$ cat src/int_to_decimal_ascii_assert.svh
// Assertion macros for the decimal text converter.
`ifndef INT_TO_DECIMAL_ASCII_ASSERT_SVH
`define INT_TO_DECIMAL_ASCII_ASSERT_SVH

// Check that cond implies prop in the same cycle.
`define I2DA_ASSERT_SAME(label, clk, rst, cond, prop) \
   label: assert property (@(posedge clk) disable iff (rst) (cond) |-> (prop)) \
      else $error("i2da assertion failed");

// Check that cond implies prop in the next cycle.
`define I2DA_ASSERT_NEXT(label, clk, rst, cond, prop) \
   label: assert property (@(posedge clk) disable iff (rst) (cond) |=> (prop)) \
      else $error("i2da assertion failed");

`endif

$ cat src/i2da_pkg.sv
// Shared types, constants and the shift-add-3 step for the decimal text converter.
package i2da_pkg;

   localparam int WORD_W    = 32;
   localparam int DIGITS    = 10;
   localparam int BCD_W     = 4 * DIGITS;
   localparam int STAGES    = 8;
   localparam int STEPS     = WORD_W / STAGES;
   localparam int COUNT_W   = 4;
   localparam int CHAR_W    = 8;

   localparam logic [CHAR_W-1:0] ASCII_ZERO = 8'h30;
   localparam logic [CHAR_W-1:0] ASCII_DASH = 8'h2D;

   typedef struct packed {
      logic              neg;
      logic [BCD_W-1:0]  bcd;
      logic [WORD_W-1:0] bin;
   } item_type;

   function automatic logic [BCD_W-1:0] dabble_step(input logic [BCD_W-1:0] bcd,
                                                    input logic bit_in);
      logic [BCD_W-1:0] adj;
      adj = bcd;
      for (int k = 0; k < DIGITS; k++) begin
         if (adj[4*k +: 4] >= 4'd5) begin
            adj[4*k +: 4] = adj[4*k +: 4] + 4'd3;
         end
      end
      return {adj[BCD_W-2:0], bit_in};
   endfunction

endpackage

$ cat src/int_to_decimal_ascii.sv
// Top level of the 32-bit binary to decimal ASCII text converter.
//
// Input channel req_: one beat carries a 32-bit word in req_tdata and the
// signed-mode flag in req_tuser. Result channel rsp_: one beat per ASCII
// character, most significant digit first, a leading '-' for a negative word
// in signed mode. rsp_tlast marks the final character of a number, and that
// beat carries the character count (1 to 11) in rsp_tdata[11:8]; other beats
// carry zero there.
// Each input word is made a magnitude and registered, then passes the eight
// shift-add-3 stages of four steps each and is loaded into the emitter.
// Throughput: the emitter sends one character per cycle while rsp_tready is
// high; a number has 1 to 11 characters, and while it drains, up to nine more
// words are taken into the pipeline.
// Reset clears all valid bits and the emitter; no beat is in flight after it.
// When the receiver holds rsp_tready low, the current beat holds and the
// pipeline stalls stage by stage; nothing is dropped or repeated.
`include "int_to_decimal_ascii_assert.svh"

module int_to_decimal_ascii (
   input  logic        clock,
   input  logic        reset,
   input  logic        req_tvalid,
   output logic        req_tready,
   input  logic [31:0] req_tdata,   // [31:0] value
   input  logic        req_tuser,   // [0] is_signed
   output logic        rsp_tvalid,
   input  logic        rsp_tready,
   output logic [15:0] rsp_tdata,   // [7:0] character, [11:8] char_count, [15:12] zero
   output logic        rsp_tlast
);

   logic                                  s0_valid_ff;
   i2da_pkg::item_type                    s0_item_ff;
   i2da_pkg::item_type                    s0_item_in;
   logic                                  negative;

   logic               st_valid [i2da_pkg::STAGES+1];
   logic               st_ready [i2da_pkg::STAGES+1];
   i2da_pkg::item_type st_item   [i2da_pkg::STAGES+1];

   logic [i2da_pkg::CHAR_W-1:0]  character;
   logic [i2da_pkg::COUNT_W-1:0] char_count;

   assign negative       = req_tuser && req_tdata[i2da_pkg::WORD_W-1];
   assign s0_item_in.neg = negative;
   assign s0_item_in.bcd = '0;
   assign s0_item_in.bin = negative ? (32'd0 - req_tdata) : req_tdata;

   assign req_tready  = !s0_valid_ff || st_ready[0];
   assign st_valid[0] = s0_valid_ff;
   assign st_item[0]  = s0_item_ff;

   always_ff @(posedge clock) begin
      if (reset) begin
         s0_valid_ff <= 1'b0;
      end else if (req_tready) begin
         s0_valid_ff <= req_tvalid;
      end
   end

   always_ff @(posedge clock) begin
      if (req_tvalid && req_tready) begin
         s0_item_ff <= s0_item_in;
      end
   end

   for (genvar g = 0; g < i2da_pkg::STAGES; g++) begin : g_stage
      i2da_dabble u_dabble (
         .clock      (clock),
         .reset      (reset),
         .up_valid   (st_valid[g]),
         .up_ready   (st_ready[g]),
         .up_item    (st_item[g]),
         .down_valid (st_valid[g+1]),
         .down_ready (st_ready[g+1]),
         .down_item  (st_item[g+1])
      );
   end

   i2da_emit u_emit (
      .clock     (clock),
      .reset     (reset),
      .up_valid  (st_valid[i2da_pkg::STAGES]),
      .up_ready  (st_ready[i2da_pkg::STAGES]),
      .up_item   (st_item[i2da_pkg::STAGES]),
      .out_valid (rsp_tvalid),
      .out_ready (rsp_tready),
      .out_char  (character),
      .out_last  (rsp_tlast),
      .out_count (char_count)
   );

   assign rsp_tdata = {4'b0000, char_count, character};

   `I2DA_ASSERT_SAME(a_count_range, clock, reset, rsp_tvalid && rsp_tlast,
                     (char_count != 4'd0) && (char_count <= 4'd11))
   `I2DA_ASSERT_SAME(a_count_only_last, clock, reset, rsp_tvalid && !rsp_tlast,
                     char_count == 4'd0)
   `I2DA_ASSERT_SAME(a_dash_not_last, clock, reset,
                     rsp_tvalid && (character == i2da_pkg::ASCII_DASH), !rsp_tlast)
   `I2DA_ASSERT_NEXT(a_dash_then_digit, clock, reset,
                     rsp_tvalid && rsp_tready && (character == i2da_pkg::ASCII_DASH),
                     rsp_tvalid && (character != i2da_pkg::ASCII_DASH))

endmodule

$ cat src/i2da_dabble.sv
// One pipeline stage of the binary to BCD conversion: several shift-add-3 steps.
module i2da_dabble (
   input  logic               clock,
   input  logic               reset,
   input  logic               up_valid,
   output logic               up_ready,
   input  i2da_pkg::item_type up_item,
   output logic               down_valid,
   input  logic               down_ready,
   output i2da_pkg::item_type down_item
);

   logic               valid_ff;
   i2da_pkg::item_type item_ff;
   i2da_pkg::item_type item_in;

   assign up_ready   = !valid_ff || down_ready;
   assign down_valid = valid_ff;
   assign down_item  = item_ff;

   always_comb begin
      item_in = up_item;
      for (int s = 0; s < i2da_pkg::STEPS; s++) begin
         item_in.bcd = i2da_pkg::dabble_step(item_in.bcd, item_in.bin[i2da_pkg::WORD_W-1]);
         item_in.bin = {item_in.bin[i2da_pkg::WORD_W-2:0], 1'b0};
      end
   end

   always_ff @(posedge clock) begin
      if (reset) begin
         valid_ff <= 1'b0;
      end else if (up_ready) begin
         valid_ff <= up_valid;
      end
   end

   always_ff @(posedge clock) begin
      if (up_ready && up_valid) begin
         item_ff <= item_in;
      end
   end

endmodule

$ cat src/i2da_emit.sv
// Character emitter: walks the BCD digits of one number and drives the result beats.
module i2da_emit (
   input  logic                                clock,
   input  logic                                reset,
   input  logic                                up_valid,
   output logic                                up_ready,
   input  i2da_pkg::item_type                  up_item,
   output logic                                out_valid,
   input  logic                                out_ready,
   output logic [i2da_pkg::CHAR_W-1:0]         out_char,
   output logic                                out_last,
   output logic [i2da_pkg::COUNT_W-1:0]        out_count
);

   logic                              busy_ff;
   logic                              busy_in;
   logic                              neg_ff;
   logic [i2da_pkg::BCD_W-1:0]        bcd_ff;
   logic [i2da_pkg::COUNT_W-1:0]      ndig_ff;
   logic [i2da_pkg::COUNT_W-1:0]      ndig_in;
   logic [i2da_pkg::COUNT_W-1:0]      pos_ff;
   logic [i2da_pkg::COUNT_W-1:0]      pos_in;
   logic [i2da_pkg::COUNT_W-1:0]      total;
   logic [i2da_pkg::COUNT_W-1:0]      idx;
   logic [i2da_pkg::BCD_W-1:0]        shifted;
   logic                              is_dash;
   logic                              load;
   logic                              beat;

   assign total    = ndig_ff + {{(i2da_pkg::COUNT_W-1){1'b0}}, neg_ff};
   assign is_dash  = neg_ff && (pos_ff == '0);
   assign idx      = ndig_ff - 4'd1 - (pos_ff - {{(i2da_pkg::COUNT_W-1){1'b0}}, neg_ff});
   assign shifted  = bcd_ff >> {idx, 2'b00};
   assign out_valid = busy_ff;
   assign out_last  = (pos_ff == total - 4'd1);
   assign out_count = out_last ? total : '0;
   assign out_char  = is_dash ? i2da_pkg::ASCII_DASH
                              : (i2da_pkg::ASCII_ZERO | {4'b0000, shifted[3:0]});

   assign beat     = busy_ff && out_ready;
   assign up_ready = !busy_ff || (out_ready && out_last);
   assign load     = up_valid && up_ready;

   always_comb begin
      ndig_in = 4'd1;
      for (int k = 1; k < i2da_pkg::DIGITS; k++) begin
         if (up_item.bcd[4*k +: 4] != 4'd0) begin
            ndig_in = i2da_pkg::COUNT_W'(k + 1);
         end
      end
   end

   always_comb begin
      busy_in = busy_ff;
      pos_in  = pos_ff;
      priority if (load) begin
         busy_in = 1'b1;
         pos_in  = '0;
      end else if (beat) begin
         busy_in = !out_last;
         pos_in  = pos_ff + 4'd1;
      end
   end

   always_ff @(posedge clock) begin
      if (reset) begin
         busy_ff <= 1'b0;
         pos_ff  <= '0;
      end else begin
         busy_ff <= busy_in;
         pos_ff  <= pos_in;
      end
   end

   always_ff @(posedge clock) begin
      if (load) begin
         neg_ff  <= up_item.neg;
         bcd_ff  <= up_item.bcd;
         ndig_ff <= ndig_in;
      end
   end

endmodule
$ cat config.mk
export PLATFORM = sky130hd
export DESIGN_NAME = int_to_decimal_ascii
export DESIGN_NICKNAME = d
export VERILOG_FILES = /design/src/i2da_pkg.sv /design/src/int_to_decimal_ascii.sv /design/src/i2da_dabble.sv /design/src/i2da_emit.sv
export VERILOG_INCLUDE_DIRS = /design/src /design/src/src
export SDC_FILE = /design/constraint.sdc
export NUM_CORES = 1
export LEC_CHECK = 0
export BUFFER_PORTS_ARGS = -buffer_cell sky130_fd_sc_hd__buf_4
export CAP_MARGIN = 20
export CORE_UTILIZATION = 35
export CTS_CLUSTER_DIAMETER = 150
export DETAILED_ROUTE_END_ITERATION = 7
export PLACE_DENSITY = 0.61
export SLEW_MARGIN = 15
export SYNTH_ARGS = -nofsm -noshare
export SYNTH_HDL_FRONTEND = slang
export SYNTH_SLANG_ARGS = --single-unit
$ cat constraint.sdc
create_clock -name clock -period 13.6 [get_ports clock]
set_input_delay 2.72 -clock clock [delete_from_list [all_inputs] [get_ports clock]]
set_output_delay 2.72 -clock clock [all_outputs]
set_load 0.01 [all_outputs]
# Word-level counts from Yosys, hierarchy flattened
# Index checks and enable logic that the tools add are counted.
classes:
  shifts: 1
  add_sub_neg: 272
  n_reduce_logical: 48
  n_mux: 278
  eq_ne: 1
  n_lt_le_gt_ge: 265
ops:
  columns: ["op", "n"]
  rows:
  - ["$ge 4x3->1 const B", 255]
  - ["$mux 4", 247]
  - ["$add 4x2->4 const B", 234]
  - ["$mux 3", 22]
  - ["$add 3x2->3 const B", 21]
  - ["$shr 40x6->4", 1]
  - ["$reduce_bool 4->1", 9]
  - ["$mux 32", 1]
  - ["$sub 1x32->32 const A", 1]
  - ["$add 1x2->3 const B", 8]
  - ["$ge 1x3->1 const B", 8]
  - ["$logic_and 1x1->1", 14]
  - ["$logic_not 1->1", 11]
  - ["$logic_or 1x1->1", 10]
  - ["$sub 4x1->4 const B", 2]
  - ["$add 1x2->3 const AB", 2]
  - ["$ge 1x3->1 const AB", 2]
  - ["$mux 2", 3]
  - ["$mux 5", 1]
  - ["$add 4x1->4", 1]
  - ["$add 4x1->4 const B", 1]
  - ["$eq 4x4->1", 1]
  - ["$logic_not 4->1", 1]
  - ["$mux 1", 4]
  - ["5 further kinds", 5]
totals:
  out_inout_bits: 19
  ff_bits: 492
  wordCells: 907

# Depth between registers and ports, before layout
# Gate-level depths: netlist of the first run.
depth:
  depth_word: 15
  ltp_mapped: 23
  depth_no_buf: 23

# Hierarchy
# A second synthesis of the first run with hierarchy kept.
unflattened:
  cells_unflattened: 7635
  area_unflattened_um2: 63428.3
modules_own_cells:
  columns: ["module", "cells_per_inst", "instances", "area_per_inst_um2", "seq_area_each_um2"]
  rows:
  - ["i2da_dabble", 913, 8, 7390.8, 2092.0]
  - ["i2da_emit", 168, 1, 2432.3, 1451.4]
  - ["int_to_decimal_ascii", 163, 1, 1869.3, 1011.0]

# Worst setup path before layout of the first run
# No wires, ideal clock.
synth_timing:
  path_kind: "input port to flip-flop"
  start: "input rsp_tready"
  end: "register g_stage[7].u_dabble.item_ff (netlist bit g_stage[7].u_dabble.down_item[32]) (enable)"
  path_buffers: 0
  setup_slack_ns: 7.125
  stages: 2
  required_ns: 13.098
  arrival_time_ns: 5.973
  path_cell_list: "a41oi_4 -> a21boi_0"
synth_between:
  elab_chain_len: 4
synth_rtl:
  columns: ["element", "line", "source"]
  rows:
  - ["from (decl)", "int_to_decimal_ascii.sv:27", "input logic rsp_tready,"]
  - ["$logic_and 1x1->1", "i2da_emit.sv:41", "assign up_ready = !busy_ff || (out_ready && out_last);"]
  - ["$logic_or 1x1->1", "i2da_emit.sv:41", null]
  - ["$logic_or 1x1->1", "i2da_dabble.sv:17", "assign up_ready = !valid_ff || down_ready;"]
  - ["$logic_and 1x1->1", "i2da_dabble.sv:38", "if (up_ready && up_valid) begin"]
  - ["to (signal assigned)", "i2da_dabble.sv:39", "item_ff <= item_in;"]
  - ["to (decl)", "i2da_dabble.sv:14", "i2da_pkg::item_type item_ff;"]
# Every way passes these cells.
# A chain may end at the register's enable or synchronous reset.

# Final worst setup path of the first run
layout_timing:
  start: "input rsp_tready"
  end: "output req_tready"
layout_between:
  elab_chain_len: 11
layout_rtl:
  columns: ["element", "line", "source"]
  rows:
  - ["$logic_and 1x1->1", "i2da_emit.sv:41", null]
  - ["$logic_or 1x1->1", "i2da_emit.sv:41", null]
  - ["$logic_or 1x1->1 (8 in series)", "i2da_dabble.sv:17", null]
  - ["$logic_or 1x1->1", "int_to_decimal_ascii.sv:49", "assign req_tready = !s0_valid_ff || st_ready[0];"]
  - ["to (decl)", "int_to_decimal_ascii.sv:23", "output logic req_tready,"]
# Every way passes these cells.

==> impl_metrics.yaml, run 1 <==
floorplanning:
  die_w_um: 297
  initial_core_util: 0.356
  pin_count: 56
  rows: 107
  die_area_um2: 88300
  die_h_um: 297
  core_area_um2: 85700
timing:
  setup_tns_ns: 0
  fin_crit_sh: 0.508
  setup_ws_ns: 6.69
  setup_viol: 0
  rsz0062_at_grt: "no"
  finalHoldViolations: 0
  worst_pin_slew_ns: 1.01
  final_max_slew_viol_count: 0
  timing.slew.headroom: 0.324
  fmax_mhz: 145
  fin_crit_ns: 6.91
  clock-skew-final_ns: 0.0349
detailed_routing:
  firstDrtPassIters: 5
  wl_mm: 48.2
  drt-initial-drc-count: 844
  vias: 20300
  routedWlPerCell_um: 11.3
  drcViolationCount: 0
  viasPerCell: 4.76
  ant_nets: 0
synth:
  yosysMostFrequentCell: "edfxtp_1"
  synth_top_family_by_area: "compound AO/OA/AOI/OAI gates"
  synth_area_leaders: "edfxtp_1, ha_1, mux2i_1"
  synth_compound_area_frac: 0.147
  synthMuxAreaShare: 0.102
  synth-simple-area-share: 0.130
  ys_types: 88
  yosysTopAreaCell: "edfxtp_1"
  synth-xor-area-share: 0.0505
  synth-seq-cells: 397
  synth-edff-count: 383
  syn_inst: 2994
  ys_seq_area_frac: 0.386
  synth_fa_ha_area_frac: 0.135
  yosysWarnings: 0
  async_reset_ff_frac: 0
  synthesis.area_um2: 30500
  synthTopCellsByCount: "edfxtp_1, inv_1, ha_1"
  ys.flop_type: "edfxtp_1"
  syn_avg_cell_area_um2: 10.2
  synth_top_area_frac: 0.377
min_path:
  worstHoldStart: "g_stage[3].u_dabble.down_item[22]$_DFFE_PP_"
  min_path_type: "flop to flop"
clocking:
  post-cts-setup-buffers: 0
  cts_resized: 0
  cts_tree: "built"
  cts_buffer_depth: 3
  clk_pin_slew_worst_paths_ns: 0.06
  cts.sinks: 397
  cts_root_buffer: "clkbuf_16"
  cts-htree-levels: 2
  cts_made_buffers: 45
  insertion_delay_ns: 0.59
  cts_hold_buf: 0
setup_path:
  slowest_delay_ns: 0.45
  arrival_ns: 4.19
  crit_path_top_delay_cell: "nor3_4"
  reg2reg_slack_ns: 8.90
  critPathLaunch: "rsp_tready"
  r2r_start: "g_stage[3].u_dabble.down_item[36]$_DFFE_PP_"
  crit_chain: "buf_4 -> a41oi_4 -> buf_4 -> nand3_4 -> nor3_4 -> nand3_2 -> buf_4"
  end_kind: "output pin"
  crit_fanout: 10
  crit_required_ns: 10.88
  path_class: "input pin to output pin"
  critPathMostFrequentCell: "buf_4"
  cp-start-kind: "input pin"
pwr:
  seqPwrFrac: 0.445
  share_comb_of_total_power: 0.164
  p_sw_mw: 0.787
  ir_worst_vdd_mv: 0.0690
  p_clk_frac: 0.391
  p_leak_nw: 14.5
  intPower_mw: 2.36
  switching_share: 0.250
  power_density_nw_per_um2: 92.6
place:
  port_buffers: 48
  dpl_cell_area_um2: 32400
  dpl.hpwl_mm: 37.7
  gp_congestion: 0.798
  post-place-ws_ns: 6.69
grt:
  overflow: 0
  first_global_vias: 19000
  grt_pass1_wl_mm: 84.1
  antenna_found_initial: 0
  grt_max_degree: 43
  track_usage: 0.108
cells_and_area:
  final_area_um2: 34000
  nNetsFinal: 3442
  syn2layout_area_growth_pct: 11.3
  antenna_cells: 0
  drive_above_1_share: 0.104
  utilization: 0.396
job:
  maxCapViolCount: 0
status:
  outcome: "completed"
==> per-layer routing <==
| metal | global-route usage | part of all wire |
|---|---|---|
| met5 | 0 | 0 |
| met4 | 0.0297 | 0.020 |
| met3 | 0.0153 | 0.024 |
| met2 | 0.186 | 0.45 |
| met1 | 0.141 | 0.50 |
==> power by group through the flow <==
stage                     combinational [mW]  sequential, mW  clock [mW]
final                                  0.515            1.40        1.23
after global routing                   0.591            1.40        1.32
after CTS                              0.521            1.40        1.28
after detailed placement               0.516            1.43           0
after global placement                 0.505            1.43           0
after floorplan                        0.431            1.42           0
==> sequential cells by signal, indices dropped and copies added (netlist names) <==
| name | flops |
|---|---|
| g_stage.u_dabble.down_item | 305 |
| g_stage.u_dabble.down_valid | 8 |
| s0_item_ff | 33 |
| s0_valid_ff | 1 |
| u_emit.bcd_ff | 40 |
| u_emit.ndig_ff | 4 |
| u_emit.neg_ff | 1 |
| u_emit.out_valid | 1 |
| u_emit.pos_ff | 4 |
==> cell usage in the layout (no fill, tap or decap), types with 10 or more instances in the layout <==
cell	n
a2bb2oi_1	21
a31oi_1	28
o21a_1	10
a211oi_1	35
a211o_1	19
and2_1	21
a21boi_0	10
mux2_2	82
a21bo_2	13
nor4_1	13
inv_1	348
nor2_1	200
a221oi_1	17
a21o_1	41
nor3b_1	33
clkbuf_16	45
clkinv_1	10
xor2_1	42
o21bai_1	31
or2_2	14
xnor2_1	131
buf_4	55
a21oi_1	142
edfxtp_1	383
o31ai_1	37
nand2_1	159
nand2b_1	110
dfxtp_1	14
mux2i_1	181
o21ai_2	27
o21ai_1	35
ha_1	327
nor3_1	54
and2b_1	22
nor2b_1	80
o21ai_0	114
==> through the flow <==
stage	hold WS [ns]	std cells	power, mW
finish	0.412	4257	3.15
detailed placement	0.405	4169	1.94
CTS	0.416	4253	3.20
global placement	0.400	4168	1.93
global route	0.421	4257	3.31
floorplan	0.400	2999	1.85
==> worst paths after layout <==
kind,endpoint,cells after the start
min reg2reg,g_stage[4].u_dabble.down_item[26]$_DFFE_PP_,0
max,req_tready,7
max reg2reg,g_stage[4].u_dabble.down_item[38]$_DFFE_PP_,19
min,g_stage[4].u_dabble.down_item[26]$_DFFE_PP_,0
==> logic make-up after synthesis <==
logic type                 after synthesis
AOI/OAI and AO/OA                      661
muxes                                  285
other                                    2
DFF                                    397
adders and majority gates              329
and+or+nand+nor                        762
buffers and inverters                  384
xor gates and xnor gates               174
==> final cells by class <==
cell class	instances	area, um2
clock inverters	30	327
well taps	1144	1430
clock buffers	54	1200
flip-flops and latches	397	11800
multi-input cells	2218	17400
inverters	354	1330
fillers	8341	51700
repair buffers	60	513
==> worst max-delay path, delay by kind of cell <==
family,cells,cell delay [ns]
simple gates,3,0.73
compound gates,1,0.15
buf+inv,3,0.57
Note: power is estimated with default switching activity, not from simulation.
==> inputs of run 2 (changes only) <==
--- a/config.mk
+++ b/config.mk
@@ -6,12 +6,13 @@
 export SDC_FILE = /design/constraint.sdc
 export NUM_CORES = 1
 export LEC_CHECK = 0
+export ABC_AREA = 1
 export BUFFER_PORTS_ARGS = -buffer_cell sky130_fd_sc_hd__buf_4
 export CAP_MARGIN = 20
 export CORE_UTILIZATION = 35
 export CTS_CLUSTER_DIAMETER = 150
 export DETAILED_ROUTE_END_ITERATION = 7
-export PLACE_DENSITY = 0.61
+export PLACE_DENSITY = 0.6
 export SLEW_MARGIN = 15
 export SYNTH_ARGS = -nofsm -noshare
 export SYNTH_HDL_FRONTEND = slang
==> constraint.sdc (replaced) <==
create_clock -name clock -period 6.4 [get_ports clock]
set_input_delay 1.28 -clock clock [delete_from_list [all_inputs] [get_ports clock]]
set_output_delay 1.28 -clock clock [all_outputs]
set_load 0.01 [all_outputs]
==> run 2 against run 1 <==
Against the previous run: combinational power grew to 3.6 times the previous value; clock skew increased by 0.011 ns; synthesized cell count up 33%; the flow now finishes with violations (DRC); largest power group unchanged; sequential power grew 120%; utilization shrank 0.22 points; sequential cell count unchanged; first-iteration DRC count shrank 11%; register-to-register slack worse by 6.8 ns.
==> impl_metrics.yaml, run 2 <==
timing:
  setup_ws_ns: 1.59
  setup_tns_ns: 0
  final_max_slew_viol_count: 0
  rsz0062_at_grt: "no"
  finalHoldViolations: 0
  fin_crit_ns: 4.81
  fin_crit_sh: 0.751
  setup_viol: 0
  worst_pin_slew_ns: 1.01
  timing.slew.headroom: 0.326
  fmax_mhz: 208
  clock-skew-final_ns: 0.0460
detailed_routing:
  wl_mm: 50.8
  wl_met3_mm: 1.41
  firstDrtPassIters: 7
  drcViolationCount: 6
  wl_met1_mm: 22.5
  viasPerCell: 4.46
  drt-initial-drc-count: 753
  vias: 23500
  routedWlPerCell_um: 9.64
  ant_nets: 0
  wl_met2_mm: 25.7
  top_layer: "met4"
cells_and_area:
  layout.cells.non_filler: 5272
  largest_reg_flops: 305
  register_area_um2: 11800
  drive_above_1_share: 0.0954
  final_common_cell: "nand2_1"
  antenna_cells: 0
  syn2layout_area_growth_pct: 11.3
  mostFrequentLayoutCells: "nand2_1, inv_1, edfxtp_1, ha_1, nand3_1"
  nFillCells: 8834
  nNetsFinal: 4438
  multi_input_area_um2: 16600
status:
  violations: "DRC"
  outcome: "finished with violations"
synth:
  synthMuxAreaShare: 0
  synth-seq-cells: 397
  yosysTopAreaCell: "edfxtp_1"
  synth-simple-area-share: 0.254
  synth_top_area_frac: 0.367
  syn_inst: 3978
  synthesis.area_um2: 31300
  ys_types: 56
  yosysWarnings: 0
  synth-xor-area-share: 0.0444
  synthTopCellsByCount: "nand2_1, inv_1, edfxtp_1"
  ys.flop_type: "edfxtp_1"
  yosysMostFrequentCell: "nand2_1"
  synth_top_family_by_area: "simple AND/OR/NAND/NOR gates"
  syn_avg_cell_area_um2: 7.88
  synth_area_leaders: "edfxtp_1, ha_1, nand2_1"
  synth_fa_ha_area_frac: 0.132
  async_reset_ff_frac: 0
  ys_seq_area_frac: 0.376
  synth_compound_area_frac: 0.0958
  synth-edff-count: 383
setup_path:
  ff2ff_path_depth: 22
  path_class: "flop to output pin"
  crit_chain: "ha_1 -> ha_1 -> inv_1 -> ha_1 -> nand2_1 -> nand2_1 -> nor2_1 -> nand2_1 -> nor2_1 -> nand3_1 -> nand4_2 -> nor2_2 -> nand4_2 -> nor2_4 -> nand3_2 -> buf_4"
  reg2reg_slack_ns: 2.09
  crit_fanout: 5
  r2r_start: "g_stage[2].u_dabble.down_item[44]$_DFFE_PP_"
  end_kind: "output pin"
  crit_path_top_delay_cell: "edfxtp_1"
  r2r-end: "g_stage[3].u_dabble.down_item[45]$_DFFE_PP_"
  path_buf_inv: 2
  cp-start-kind: "flop"
  crit_required_ns: 5.12
  slowest_delay_ns: 0.42
  arrival_ns: 3.53
  path_delay_family: "simple AND/OR/NAND/NOR gates"
place:
  gp_congestion: 0.823
  dpl.hpwl_mm: 40.6
  port_buffers: 48
  dp.cells: 5187
  post-place-ws_ns: 2.03
clocking:
  cts_made_buffers: 46
  clk_pin_slew_worst_paths_ns: 0.06
  cts_resized: 0
  cts_tree: "built"
  cts_hold_buf: 0
  cts-htree-levels: 2
  cts.sinks: 397
  cts_root_buffer: "clkbuf_16"
  insertion_delay_ns: 0.62
  cts_buffer_depth: 3
  post-cts-setup-buffers: 0
grt:
  overflow: 0
  antenna_found_initial: 0
  track_usage: 0.114
  grt_pass1_wl_mm: 90.3
  first_global_vias: 22300
  grt_max_degree: 47
floorplanning:
  die_h_um: 301
  core_area_um2: 88500
  die_area_um2: 90700
  pin_count: 56
  initial_core_util: 0.354
  die_w_um: 301
  rows: 109
min_path:
  holdPathEnd: "g_stage[2].u_dabble.down_item[32]$_DFFE_PP_"
  worstHoldStart: "g_stage[1].u_dabble.down_item[28]$_DFFE_PP_"
  min_path_cells: 0
  min_path_type: "flop to flop"
pwr:
  p_leak_nw: 17.1
  ir_worst_vdd_mv: 0.199
  power_density_nw_per_um2: 221
job:
  maxCapViolCount: 0
## run 2: cell types whose count changed in the layout (fill, tap and decap cells not counted), moves of 80 or more
cell      delta
inv_1      +433
mux2_2      -82
mux2i_1    -181
nand2_1    +924
nand2b_1   -110
nand3_1    +255
nor2b_1     -80
xnor2_1    -116
## run 2: kinds of logic after synthesis
kind of cell,count (synthesis)
XOR/XNOR,145
AND/OR/NAND/NOR,1820
AO/OA/AOI/OAI,480
other,2
adder cells (fa/ha/maj),329
flip-flops,397
buffers and inverters,805
## run 2: metrics by stage
| step | utilization | hold slack [ns] | total power [mW] | instance area [um2] |
|---|---|---|---|---|
| 4_1_cts | 0.393 | 0.385 | 7.85 | 34800 |
| 6_report | 0.394 | 0.392 | 7.72 | 34900 |
| 3_3_place_gp | 0.375 | 0.400 | 4.94 | 33200 |
| 5_1_grt | 0.394 | 0.404 | 8.27 | 34900 |
| 3_5_place_dp | 0.375 | 0.405 | 4.98 | 33200 |
| 2_1_floorplan | - | 0.400 | 4.64 | 31300 |
## run 2: area by class of cell
| type | count | area share |
|---|---|---|
| Multi-Input combinational cell | 2781 | 0.475 |
| Sequential cell | 397 | 0.338 |
| Inverter | 789 | 0.0849 |
| Tap cell | 1165 | 0.0418 |
| Clock buffer | 54 | 0.0339 |
| Clock inverter | 29 | 0.0134 |
| Timing Repair Buffer | 57 | 0.0134 |
## run 2: worst reg2reg max path: cells and delay by family, from the launching register on
| family | cells | cell delay, ns |
|---|---|---|
| compound gates | 2 | 0.39 |
| xor+xnor | 4 | 1.08 |
| fa+ha+maj | 5 | 1.09 |
| flops | 1 | 0.44 |
| buf+inv | 4 | 0.25 |
| simple gates | 7 | 0.82 |
## run 2: worst max path at each step
| stage | startpoint | end | slack [ns] | cells after the start |
|---|---|---|---|---|
| 3_5_place_dp | g_stage[2].u_dabble.down_item[44]$_DFFE_PP_ | g_stage[3].u_dabble.down_item[45]$_DFFE_PP_ | 2.03 | 22 |
| 4_1_cts | u_emit.neg_ff$_DFFE_PP_ | req_tready | 1.53 | 16 |
| 3_3_place_gp | u_emit.neg_ff$_DFFE_PP_ | req_tready | 2.18 | 16 |
| 5_1_grt | u_emit.neg_ff$_DFFE_PP_ | req_tready | 1.27 | 16 |
| 6_report | u_emit.neg_ff$_DFFE_PP_ | req_tready | 1.59 | 16 |
| 2_1_floorplan | u_emit.neg_ff$_DFFE_PP_ | u_emit.pos_ff[1]$_SDFFE_PP0P_ | 2.13 | 15 |
## run 2: metal layers
metal | up-vias | GRT usage
met1 | 10300 | 0.123
met5 | - | 0
met2 | 161 | 0.224
li1 | 12900 | -
met4 | 0 | 0.0349
met3 | 73 | 0.0173
## run 2: where the power goes
part,total [mW],leakage [nW],switching (mW),internal [mW]
combinational,1.85,12.7,1.18,0.669
sequential,3.06,3.62,0.0321,3.03
clock,2.81,0.780,1.11,1.71
==> inputs of run 3 (changes only) <==
==> constraint.sdc (replaced) <==
create_clock -name clock -period 4.8 [get_ports clock]
set_input_delay 0.96 -clock clock [delete_from_list [all_inputs] [get_ports clock]]
set_output_delay 0.96 -clock clock [all_outputs]
set_load 0.01 [all_outputs]
==> run 3 against run 2 <==
Against the previous run: register-to-register slack lost 1.6 ns; largest cell class unchanged; highest routed layer unchanged; cell area about the same; the run still ends with DRC left; wire length shrank 0.21%; largest power group unchanged.
==> impl_metrics.yaml, run 3 (synthesized netlist as in run 2, its figures left out) <==
status:
  outcome: "finished with violations"
  violations: "DRC"
clocking:
  cts_tree: "built"
  cts_root_buffer: "clkbuf_16"
  insertion_delay_ns: 0.60
  cts_buffer_depth: 3
  clk_pin_slew_worst_paths_ns: 0.06
  cts-htree-levels: 2
  cts_made_buffers: 45
  cts.sinks: 397
timing:
  final_max_slew_viol_count: 0
  rsz0062_at_grt: "no"
  fin_crit_sh: 0.935
  fin_crit_ns: 4.49
  worst_pin_slew_ns: 0.822
  setup_viol: 0
  timing.slew.headroom: 0.451
  setup_tns_ns: 0
  fmax_mhz: 223
  clock-skew-final_ns: 0.0322
  finalHoldViolations: 0
setup_path:
  arrival_ns: 3.53
  crit_fanout: 5
  end_kind: "output pin"
  crit_required_ns: 3.84
  path_class: "flop to output pin"
  critPathLaunch: "u_emit.neg_ff$_DFFE_PP_"
  cp-start-kind: "flop"
  reg2reg_slack_ns: 0.48
  r2r-end: "g_stage[3].u_dabble.down_item[46]$_DFFE_PP_"
  r2r_start: "g_stage[2].u_dabble.down_item[44]$_DFFE_PP_"
  crit_end: "req_tready"
  ff2ff_path_depth: 23
floorplanning:
  pin_count: 56
  initial_core_util: 0.354
  die_w_um: 301
  core_area_um2: 88500
  die_h_um: 301
  die_area_um2: 90700
  rows: 109
cells_and_area:
  syn2layout_area_growth_pct: 11.3
  nFillCells: 8859
  nNetsFinal: 4440
  antenna_cells: 0
  mostFrequentLayoutCells: "nand2_1, inv_1, edfxtp_1, ha_1, nand3_1"
  largest_reg_flops: 305
  final_common_cell: "nand2_1"
  drive_above_1_share: 0.0973
  utilization: 0.394
  final_area_um2: 34900
  layout.cells.non_filler: 5275
job:
  maxCapViolCount: 0
detailed_routing:
  vias: 23500
  ant_nets: 0
  drt-initial-drc-count: 720
  firstDrtPassIters: 8
  drcViolationCount: 6
  routedWlPerCell_um: 9.61
  wl_mm: 50.7
  viasPerCell: 4.45
grt:
  overflow: 0
  grt_max_degree: 43
  antenna_found_initial: 0
  track_usage: 0.115
  grt_pass1_wl_mm: 90.8
  first_global_vias: 22000
place:
  dpl.hpwl_mm: 40.5
  gp_congestion: 0.797
  dp.cells: 5192
  port_buffers: 48
  dpl_cell_area_um2: 33200
min_path:
  min_path_cells: 0
  min_path_type: "flop to flop"
pwr:
  ir_worst_vdd_mv: 0.313
  power_density_nw_per_um2: 296
  p_leak_nw: 17.1
[run 3: changes by cell type in the layout (fill, tap and decap cells not counted), sizes merged]
cell,before,now
buf,57,60
bufinv,9,10
clkbuf,54,51
clkinv,12,15
clkinvlp,4,5
inv,793,791
[run 3: power breakdown]
group | switching, mW | internal [mW] | total [mW]
Sequential | 0.0442 | 4.04 | 4.08
Combinational | 1.58 | 0.892 | 2.47
Clock | 1.46 | 2.29 | 3.76
[run 3: final cells by class]
type	instances	area, um2	area share
clock inverter	32	504	0.0145
timing repair buffer	60	450	0.0129
tap	1165	1460	0.0418
clock buffer	51	1150	0.0329
sequential	397	11800	0.338
multi-input combinational	2781	16600	0.475
inverter	789	2960	0.0849
[run 3: what timing repair did]
action	4_1_cts	5_1_grt
setup endpoints to repair	0	1
hold buffers	0	0
resized for setup	0	1
buffers inserted	0	0
[run 3: how the worst min path moves through the flow]
stage / start / endpoint / slack (ns)
detailed placement: s0_item_ff[13]$_DFFE_PP_ / g_stage[0].u_dabble.down_item[17]$_DFFE_PP_ / 0.40
CTS: g_stage[2].u_dabble.down_item[19]$_DFFE_PP_ / g_stage[3].u_dabble.down_item[23]$_DFFE_PP_ / 0.41
global route: g_stage[0].u_dabble.down_item[25]$_DFFE_PP_ / g_stage[1].u_dabble.down_item[29]$_DFFE_PP_ / 0.42
global placement: g_stage[1].u_dabble.down_item[24]$_DFFE_PP_ / g_stage[2].u_dabble.down_item[28]$_DFFE_PP_ / 0.40
floorplan: s0_item_ff[6]$_DFFE_PP_ / g_stage[0].u_dabble.down_item[10]$_DFFE_PP_ / 0.40
finish: s0_item_ff[22]$_DFFE_PP_ / g_stage[0].u_dabble.down_item[26]$_DFFE_PP_ / 0.41
[run 3: per-stage QoR]
| stage | hold WS [ns] | setup slack (ns) | total power [mW] |
|---|---|---|---|
| final | 0.409 | 0.312 | 10.3 |
| after detailed placement | 0.405 | 0.487 | 6.64 |
| after global routing | 0.423 | 0.0570 | 11.0 |
| after global placement | 0.401 | 0.579 | 6.58 |
| after CTS | 0.415 | 0.221 | 10.5 |
| after floorplan | 0.400 | 0.533 | 6.19 |
[run 3: critical path, stage by stage, from the launching register on]
cell and delay, ns:
edfxtp_1 0.42, ha_1 0.22, ha_1 0.27, inv_1 0.06, ha_1 0.29, nand2_1 0.05
nand2_1 0.06, nor2_1 0.04, nand2_1 0.06, nor2_1 0.05, nand3_1 0.13, nand4_2 0.24
nor2_4 0.24, nand4_2 0.19, nor2_4 0.25, nand3_2 0.18, buf_4 0.19
[run 3: metal layers]
layer / global-route usage / wire [um] / up-vias
met3: 0.0155 / 1300 / 61
met5: 0 / 0 / -
met1: 0.128 / 22600 / 10300
met4: 0.0313 / 1060 / 0
li1: - / - / 12900
met2: 0.223 / 25800 / 134
